`src/rtl/drive_motor_off_delay_timer_unit_assert.svh`:
```
// ----------------------------------------------------------------------------
// drive motor off-delay timer assertion macros
// shared property shapes for the timer's concurrent checks
// ----------------------------------------------------------------------------
`ifndef DRIVE_MOTOR_OFF_DELAY_TIMER_UNIT_ASSERT_SVH
`define DRIVE_MOTOR_OFF_DELAY_TIMER_UNIT_ASSERT_SVH

// consequent must hold in the same cycle as the antecedent
`define DMOT_ASSERT_IMPLY(label, clk, rst_n, ante, cons) \
    label: assert property (@(posedge clk) disable iff (!rst_n) (ante) |-> (cons)) \
        else $error("dmot implication check failed");

// expression must hold at every clock edge out of reset
`define DMOT_ASSERT_ALWAYS(label, clk, rst_n, expr) \
    label: assert property (@(posedge clk) disable iff (!rst_n) (expr)) \
        else $error("dmot invariant check failed");

`endif

```
`src/rtl/dmot_pkg.sv`:
```
// ----------------------------------------------------------------------------
// dmot_pkg
// types, codes and constants of the drive motor off-delay timer
// ----------------------------------------------------------------------------
package dmot_pkg;

    // number of drive motors served
    localparam int DRIVE_COUNT = 4;

    // fixed field widths
    localparam int DRIVE_W = 2;
    localparam int MASK_W  = 4;
    localparam int MS_W    = 16;
    localparam int PHASE_W = 2;
    localparam int CFG_IDX_W = 1;

    // motor phase codes
    localparam logic [PHASE_W-1:0] PHASE_OFF  = 2'd0;
    localparam logic [PHASE_W-1:0] PHASE_ON   = 2'd1;
    localparam logic [PHASE_W-1:0] PHASE_WAIT = 2'd2;

    // word kinds
    localparam logic MODE_REQUEST = 1'b0;
    localparam logic MODE_TICK    = 1'b1;

    // configuration register indexes
    localparam logic [CFG_IDX_W-1:0] CFG_OFF_DELAY   = 1'd0;
    localparam logic [CFG_IDX_W-1:0] CFG_TICK_LENGTH = 1'd1;

    // configuration reset values
    localparam logic [MS_W-1:0] OFF_DELAY_RESET   = 16'd2500;
    localparam logic [MS_W-1:0] TICK_LENGTH_RESET = 16'd400;

    typedef struct packed {
        logic               mode;
        logic [DRIVE_W-1:0] drive;
        logic               turn_on;
    } req_word_t;

    typedef struct packed {
        logic [MASK_W-1:0] motor_mask;
        logic              started;
        logic [MASK_W-1:0] stopped_mask;
    } res_word_t;

    // input stage to result stage handshake
    typedef struct packed {
        logic valid;
        logic advance;
    } stage_ctl_t;

endpackage

```
`src/rtl/drive_motor_off_delay_timer_unit.sv`:
```
// ----------------------------------------------------------------------------
// drive_motor_off_delay_timer_unit
// off-delay timer for up to four drive motors with a motor-enable mask
// ----------------------------------------------------------------------------
//  channel  direction  flow control          word
//  req      in         req_valid / req_stall  mode, drive, turn_on
//  res      out        res_valid / res_stall  motor_mask, started, stopped_mask
//  cfg      in         cfg_we                 cfg_index, cfg_data
//
//  one word in per cycle while req_stall is low, one result word out per word
//  a word passes the input register, the update logic and the result register
//  all four drive countdowns update in parallel when the held word advances
//  rst_n clears phases, countdowns, enable mask and loads the default delays
//  res_stall holds the result register and, once the input register is
//  also full, raises req_stall in the same cycle
// ----------------------------------------------------------------------------
module drive_motor_off_delay_timer_unit (
    input  logic                           clk,
    input  logic                           rst_n,
    input  logic                           req_valid,
    output logic                           req_stall,
    input  dmot_pkg::req_word_t            req_word,
    output logic                           res_valid,
    input  logic                           res_stall,
    output dmot_pkg::res_word_t            res_word,
    input  logic                           cfg_we,
    input  logic [dmot_pkg::CFG_IDX_W-1:0] cfg_index,
    input  logic [dmot_pkg::MS_W-1:0]      cfg_data
);
    import dmot_pkg::*;

    // word waiting in the input register
    logic       stage_valid;
    req_word_t  stage_word;

    // advance control back from the result register
    stage_ctl_t ctl;

    // result of the update logic for the held word
    res_word_t  res_next;

    // input register, stalls only while the held word cannot advance
    dmot_in_stage u_in_stage (
        .clk         (clk),
        .rst_n       (rst_n),
        .req_valid   (req_valid),
        .req_stall   (req_stall),
        .req_word    (req_word),
        .advance     (ctl.advance),
        .stage_valid (stage_valid),
        .stage_word  (stage_word)
    );

    // motor state and configuration; state commits when the word advances
    dmot_core u_core (
        .clk       (clk),
        .rst_n     (rst_n),
        .cfg_we    (cfg_we),
        .cfg_index (cfg_index),
        .cfg_data  (cfg_data),
        .ctl       (ctl),
        .word      (stage_word),
        .res_next  (res_next)
    );

    // result register, a word drained in the same cycle makes room for the next
    dmot_out_stage u_out_stage (
        .clk         (clk),
        .rst_n       (rst_n),
        .stage_valid (stage_valid),
        .ctl         (ctl),
        .res_next    (res_next),
        .res_valid   (res_valid),
        .res_stall   (res_stall),
        .res_word    (res_word)
    );

endmodule

```
`src/rtl/dmot_in_stage.sv`:
```
// ----------------------------------------------------------------------------
// dmot_in_stage
// input register holding one request or tick word for the update logic
// ----------------------------------------------------------------------------
module dmot_in_stage (
    input  logic                clk,
    input  logic                rst_n,
    input  logic                req_valid,
    output logic                req_stall,
    input  dmot_pkg::req_word_t req_word,
    input  logic                advance,
    output logic                stage_valid,
    output dmot_pkg::req_word_t stage_word
);
    import dmot_pkg::*;

    logic      valid_reg;
    req_word_t word_reg;

    // held word cannot move on
    assign req_stall   = valid_reg & ~advance;
    assign stage_valid = valid_reg;
    assign stage_word  = word_reg;

    always_ff @(posedge clk or negedge rst_n)
    begin
        if (!rst_n)
        begin
            valid_reg <= 1'b0;
        end
        else if (!req_stall)
        begin
            valid_reg <= req_valid;
        end
    end

    always_ff @(posedge clk)
    begin
        if (req_valid && !req_stall)
        begin
            word_reg <= req_word;
        end
    end

endmodule

```
`src/rtl/dmot_core.sv`:
```
// ----------------------------------------------------------------------------
// dmot_core
// per-drive phase and countdown state, configuration and next-state logic
// ----------------------------------------------------------------------------
`include "drive_motor_off_delay_timer_unit_assert.svh"

module dmot_core (
    input  logic                          clk,
    input  logic                          rst_n,
    input  logic                          cfg_we,
    input  logic [dmot_pkg::CFG_IDX_W-1:0] cfg_index,
    input  logic [dmot_pkg::MS_W-1:0]     cfg_data,
    input  dmot_pkg::stage_ctl_t          ctl,
    input  dmot_pkg::req_word_t           word,
    output dmot_pkg::res_word_t           res_next
);
    import dmot_pkg::*;

    logic [MS_W-1:0]    off_delay_reg;
    logic [MS_W-1:0]    tick_length_reg;
    logic [PHASE_W-1:0] phase_reg  [DRIVE_COUNT];
    logic [PHASE_W-1:0] phase_next [DRIVE_COUNT];
    logic [MS_W-1:0]    count_reg  [DRIVE_COUNT];
    logic [MS_W-1:0]    count_next [DRIVE_COUNT];
    logic [MASK_W-1:0]  enable_reg;
    logic [MASK_W-1:0]  enable_next;
    logic               started;
    logic [MASK_W-1:0]  stopped;
    logic [MASK_W-1:0]  live;
    logic               tick_taken;
    logic               request_taken;
    logic [MASK_W-1:0]  stop_overlap;

    // configuration registers
    always_ff @(posedge clk or negedge rst_n)
    begin
        if (!rst_n)
        begin
            off_delay_reg   <= OFF_DELAY_RESET;
            tick_length_reg <= TICK_LENGTH_RESET;
        end
        else if (cfg_we)
        begin
            unique case (cfg_index)
                CFG_OFF_DELAY:   off_delay_reg   <= cfg_data;
                CFG_TICK_LENGTH: tick_length_reg <= cfg_data;
                default:         off_delay_reg   <= off_delay_reg;
            endcase
        end
    end

    always_comb
    begin
        enable_next = enable_reg;
        started     = 1'b0;
        stopped     = '0;
        for (int i = 0; i < DRIVE_COUNT; i++)
        begin
            phase_next[i] = phase_reg[i];
            count_next[i] = count_reg[i];
        end
        if (word.mode == MODE_REQUEST)
        begin
            for (int i = 0; i < DRIVE_COUNT; i++)
            begin
                if (word.drive == DRIVE_W'(i))
                begin
                    unique case (phase_reg[i])
                        PHASE_OFF:
                        begin
                            if (word.turn_on)
                            begin
                                enable_next[i] = 1'b1;
                                phase_next[i]  = PHASE_ON;
                                started        = 1'b1;
                            end
                        end
                        PHASE_ON:
                        begin
                            if (!word.turn_on)
                            begin
                                phase_next[i] = PHASE_WAIT;
                                count_next[i] = off_delay_reg;
                            end
                        end
                        PHASE_WAIT:
                        begin
                            if (word.turn_on)
                            begin
                                phase_next[i] = PHASE_ON;
                            end
                        end
                        default:
                        begin
                            phase_next[i] = phase_reg[i];
                        end
                    endcase
                end
            end
        end
        else
        begin
            for (int i = 0; i < DRIVE_COUNT; i++)
            begin
                if (phase_reg[i] == PHASE_WAIT)
                begin
                    if (count_reg[i] <= tick_length_reg)
                    begin
                        count_next[i]  = '0;
                        phase_next[i]  = PHASE_OFF;
                        enable_next[i] = 1'b0;
                        stopped[i]     = 1'b1;
                    end
                    else
                    begin
                        count_next[i] = count_reg[i] - tick_length_reg;
                    end
                end
            end
        end
        res_next.motor_mask   = enable_next;
        res_next.started      = started;
        res_next.stopped_mask = stopped;
    end

    always_ff @(posedge clk or negedge rst_n)
    begin
        if (!rst_n)
        begin
            enable_reg <= '0;
            for (int i = 0; i < DRIVE_COUNT; i++)
            begin
                phase_reg[i] <= PHASE_OFF;
                count_reg[i] <= '0;
            end
        end
        else if (ctl.advance)
        begin
            enable_reg <= enable_next;
            for (int i = 0; i < DRIVE_COUNT; i++)
            begin
                phase_reg[i] <= phase_next[i];
                count_reg[i] <= count_next[i];
            end
        end
    end

    // motors that are spinning, for the checks below
    always_comb
    begin
        live = '0;
        for (int i = 0; i < DRIVE_COUNT; i++)
        begin
            live[i] = (phase_reg[i] != PHASE_OFF);
        end
    end

    assign tick_taken    = ctl.advance && (word.mode == MODE_TICK);
    assign request_taken = ctl.advance && (word.mode == MODE_REQUEST);
    assign stop_overlap  = res_next.motor_mask & res_next.stopped_mask;

    `DMOT_ASSERT_ALWAYS(a_enable_tracks_phase, clk, rst_n, enable_reg == live)
    `DMOT_ASSERT_IMPLY(a_advance_needs_valid, clk, rst_n, ctl.advance, ctl.valid)
    `DMOT_ASSERT_IMPLY(a_tick_never_starts, clk, rst_n, tick_taken, !res_next.started)
    `DMOT_ASSERT_IMPLY(a_request_never_stops, clk, rst_n, request_taken, stopped == '0)
    `DMOT_ASSERT_IMPLY(a_stopped_bits_cleared, clk, rst_n, ctl.advance, stop_overlap == '0)

endmodule

```
`src/rtl/dmot_out_stage.sv`:
```
// ----------------------------------------------------------------------------
// dmot_out_stage
// result register and advance control for the input stage
// ----------------------------------------------------------------------------
module dmot_out_stage (
    input  logic                clk,
    input  logic                rst_n,
    input  logic                stage_valid,
    output dmot_pkg::stage_ctl_t ctl,
    input  dmot_pkg::res_word_t res_next,
    output logic                res_valid,
    input  logic                res_stall,
    output dmot_pkg::res_word_t res_word
);
    import dmot_pkg::*;

    logic      valid_reg;
    res_word_t word_reg;

    // held word moves on when the result register is free or drained now
    assign ctl.valid   = stage_valid;
    assign ctl.advance = stage_valid & (~valid_reg | ~res_stall);
    assign res_valid   = valid_reg;
    assign res_word    = word_reg;

    always_ff @(posedge clk or negedge rst_n)
    begin
        if (!rst_n)
        begin
            valid_reg <= 1'b0;
        end
        else if (ctl.advance)
        begin
            valid_reg <= 1'b1;
        end
        else if (!res_stall)
        begin
            valid_reg <= 1'b0;
        end
    end

    always_ff @(posedge clk)
    begin
        if (ctl.advance)
        begin
            word_reg <= res_next;
        end
    end

endmodule

```
`config.mk`:
```
export PLATFORM = sky130hd
export DESIGN_NAME = drive_motor_off_delay_timer_unit
export DESIGN_NICKNAME = d
export VERILOG_FILES = /design/src/rtl/dmot_pkg.sv /design/src/rtl/drive_motor_off_delay_timer_unit.sv /design/src/rtl/dmot_in_stage.sv /design/src/rtl/dmot_core.sv /design/src/rtl/dmot_out_stage.sv
export VERILOG_INCLUDE_DIRS = /design/src /design/src/rtl
export SDC_FILE = /design/constraint.sdc
export NUM_CORES = 1
export LEC_CHECK = 0
export ABC_AREA = 1
export BUFFER_PORTS_ARGS = -buffer_cell sky130_fd_sc_hd__buf_4
export CAP_MARGIN = 40
export CORE_MARGIN = 5
export CORE_UTILIZATION = 65
export CTS_CLUSTER_DIAMETER = 40
export DETAILED_ROUTE_END_ITERATION = 7
export PLACE_DENSITY = 0.84
export REMOVE_ABC_BUFFERS = 1
export SYNTH_ARGS = -nofsm -noshare
export SYNTH_HDL_FRONTEND = slang
export SYNTH_SLANG_ARGS = --single-unit
```
`constraint.sdc`:
```
create_clock -name clk -period 4.5 [get_ports clk]
set_input_delay 0.9 -clock clk [delete_from_list [all_inputs] [get_ports clk]]
set_output_delay 0.9 -clock clk [all_outputs]
set_load 0.01 [all_outputs]
```
==> key figures <==
Outcome
  – Status: complete, no violations

Die
  – IO Count: 37
  – Die width: 130 um
  – # rows: 44
  – Die Y-Extent: 130 um
  – Die Area: 17000 um2
  – Initial Utilization: 0.657
  – Core footprint: 14400 um2

Global routing
  – GRT busiest layer: met2
  – Largest net degree at the start of global routing: 57
  – Met2 GRT Util: 0.538
  – Global route overflow: 0
  – GR Layer Usage met1: 0.420
  – Vias in the first global route: 8822
  – First-pass GRT wire length: 42.8 mm
  – GR Util All Layers: 0.324
  – Met3 usage: 0.0585
  – Antenna violations before repair: 0

Power and ir drop
  – PD cells: 722 nW/um2
  – Psw: 3680 uW
  – Sw Share: 0.490
  – Leakage: 0.00569 uW
  – Combinational Power Share: 0.589
  – Seq pwr share: 0.241
  – Worst vdd ir: 0.409 mV
  – Power share of the clock group: 0.170
  – Pint: 3830 uW

Routing
  – Routed Antenna Nets: 0
  – Vias: 9136
  – Post-route DRC violation count: 0
  – DR vias/cell: 5.59
  – Drt initial violations: 910
  – Drt total wl: 26.3 mm
  – Wire length per cell after detailed routing: 16.1 um
  – Drt pass-1 iters: 7

Finish
  – Max reg flops: 64
  – Most common cell after layout, fill and taps aside: nand2_1
  – Layout cell share with drive strength beyond 1: 0.0952
  – Area delta synth->final: 10.2%
  – Most frequent cells in the layout: nand2_1, inv_1, nor2_1, dfrtp_1, a21oi_1
  – Filler instances: 1151
  – Diode count: 0
  – FF+latch area: 3150 um2
  – NumNets Final: 1530
  – Multi-input logic area: 5280 um2

Setup path
  – Reg-to-Reg End: u_core.count_reg[43]
  – Setup Crit Path Kind: reg2reg
  – Reg2reg setup slack: 1.74 ns
  – Worst-path fanout max: 31
  – Reg2reg start: u_in_stage.stage_word[3]
  – Worst setup SP type: flip-flop
  – Crit path capture type: flip-flop
  – Register-to-Register Path Depth: 10
  – CP Data Required Time: 4.81 ns
  – Arrival time worst endpoint: 3.07 ns

Synthesis
  – Synth Area in Compound Gates: 0.106
  – Yosys reg bits: 123
  – Top FF cell, synth: dfrtp_1
  – Seq/Total Area, Yosys: 0.334
  – Top cells by area, synth: dfrtp_1, nand2_1, inv_1
  – Post-synth top area share: 0.270
  – Asr flop ratio synth: 0.894
  – Synth Instances: 1399
  – Synth Area in Simple Gates: 0.333
  – Post-Synth Adder-Cell Area: 0.0933
  – Number of synthesized flops with an enable pin: 13
  – Yosys top cell by area: dfrtp_1
  – Syn Area/Cell: 6.75 um2
  – Post-Syn Area: 9440 um2
  – Mux share of post-synthesis cell area: 0
  – Synth warn: 0
  – XOR/XNOR share of the synthesized area: 0.0269
  – Number of library cell types mapped by synthesis: 42
  – Largest family of logic cells by synthesized area: simple AND/OR/NAND/NOR gates

Worst hold path
  – Hold path endpoint: u_core.phase_reg[3]
  – Hold-critical path depth: 2
  – Hold path start: u_core.phase_reg[3]
  – Hold Crit Class: reg2reg

Run
  – Max Cap Violations: 0

Timing
  – FMAX: 363 MHz
  – Final setup fails: 0
  – Hold Fails Final Rpt: 0
  – RSZ-0062 raised after global routing: no
  – Worst rel slew slack: 0.472
  – Setup Skew: 0.00943 ns
  – Final worst-path cycle share: 0.613
  – Worst Max-Slew Pin Slew: 0.789 ns
  – Final Max Tran Viols: 0
  – Crit path time final: 2.76 ns
  – Worst setup margin: 1.74 ns
  – Final setup TNS: 0 ns

Clocking
  – Clock transition at path regs: 0.06 ns
  – Cts bufs inserted: 17
  – H-tree Lvls: 4
  – Post-CTS Setup Repair Bufs: 0
  – # clock sinks: 123
  – Post_cts resized: 0
  – CTS Hold Buffers Added: 0
  – Clk root buf: clkbuf_16
  – Worst-Skew Late Latency: 0.43 ns
  – CTS max path bufs: 2
  – TritonCTS clock tree: done

Place
  – Hpwl dp: 19.4 mm
  – Global placement routability congestion: 0.974
  – PortBufs: 36
  – Pre-CTS WS: 1.84 ns
metal layers:
| metal | routed length [um] | vias up |
|---|---|---|
| met5 | 0 | - |
| met4 | 984 | 0 |
| met3 | 2210 | 77 |
| met2 | 12400 | 422 |
| met1 | 10700 | 4184 |
| li1 | - | 4453 |
worst max-delay path: stages (launching register included):
cell and delay, ns:
edfxtp_1 0.32, buf_4 0.34, inv_2 0.37, nand2_2 0.23, inv_1 0.10, nor2_1 0.11, nand3_1 0.45, inv_2 0.45
nand2_1 0.09, a21oi_1 0.12, nor2_1 0.05
power by group through the flow:
stage	Clock [uW]	Combinational [uW]	Sequential, uW
3_5_place_dp	0	4290	1810
4_1_cts	1280	4350	1800
3_3_place_gp	0	4190	1800
2_1_floorplan	0	3360	1740
5_1_grt	1330	5000	1850
6_report	1280	4420	1810
synth_stat cells (9+ instances only):
cell type and instances:
a21oi_1 98, clkbuf_1 9, dfrtp_1 102, edfxtp_1 13, ha_1 64, inv_1 218
nand2_1 434, nand2_2 12, nand3_1 58, nand3b_1 17, nor2_1 180, o21ai_0 57
or2_2 14, xor2_1 25
kinds of logic (layout without fill, tap and decap cells):
group | Yosys count | in the layout
and+or+nand+nor | 748 | 748
buffers and inverters | 249 | 299
AOI/OAI and AO/OA | 182 | 182
DFF | 123 | 123
adders and majority gates | 68 | 68
xor gates and xnor gates | 29 | 29
cell type report:
cell class / instances / area share
Sequential cell: 123 / 0.303
Clock buffer: 18 / 0.0413
Inverter: 224 / 0.0809
Timing Repair Buffer: 43 / 0.0337
Multi-Input combinational cell: 1027 / 0.508
Tap cell: 184 / 0.0221
Clock inverter: 14 / 0.0112
stage by stage:
step | area, um2 | std cells | hold slack [ns] | total power, uW | util
global route | 10400 | 1633 | 0.511 | 8180 | 0.724
finish | 10400 | 1633 | 0.473 | 7510 | 0.724
global placement | 9810 | 1599 | 0.460 | 5990 | 0.683
floorplan | 9270 | 1374 | 0.441 | 5100 | -
detailed placement | 9850 | 1601 | 0.460 | 6100 | 0.686
CTS | 10400 | 1633 | 0.475 | 7430 | 0.724
worst max path at each step:
stage                              from              endpoint  slack (ns)  cells after the start
6_report       u_in_stage.stage_word[3]  u_core.count_reg[43]        1.74                     10
5_1_grt        u_in_stage.stage_word[3]  u_core.count_reg[43]        1.50                     10
4_1_cts        u_in_stage.stage_word[3]  u_core.count_reg[43]        1.82                     10
3_5_place_dp   u_in_stage.stage_word[3]  u_core.count_reg[43]        1.84                     10
3_3_place_gp   u_in_stage.stage_word[3]  u_core.count_reg[43]        1.90                     10
2_1_floorplan                 res_stall  u_core.count_reg[10]        1.98                      6
Power figures use the tool's default switching activity.
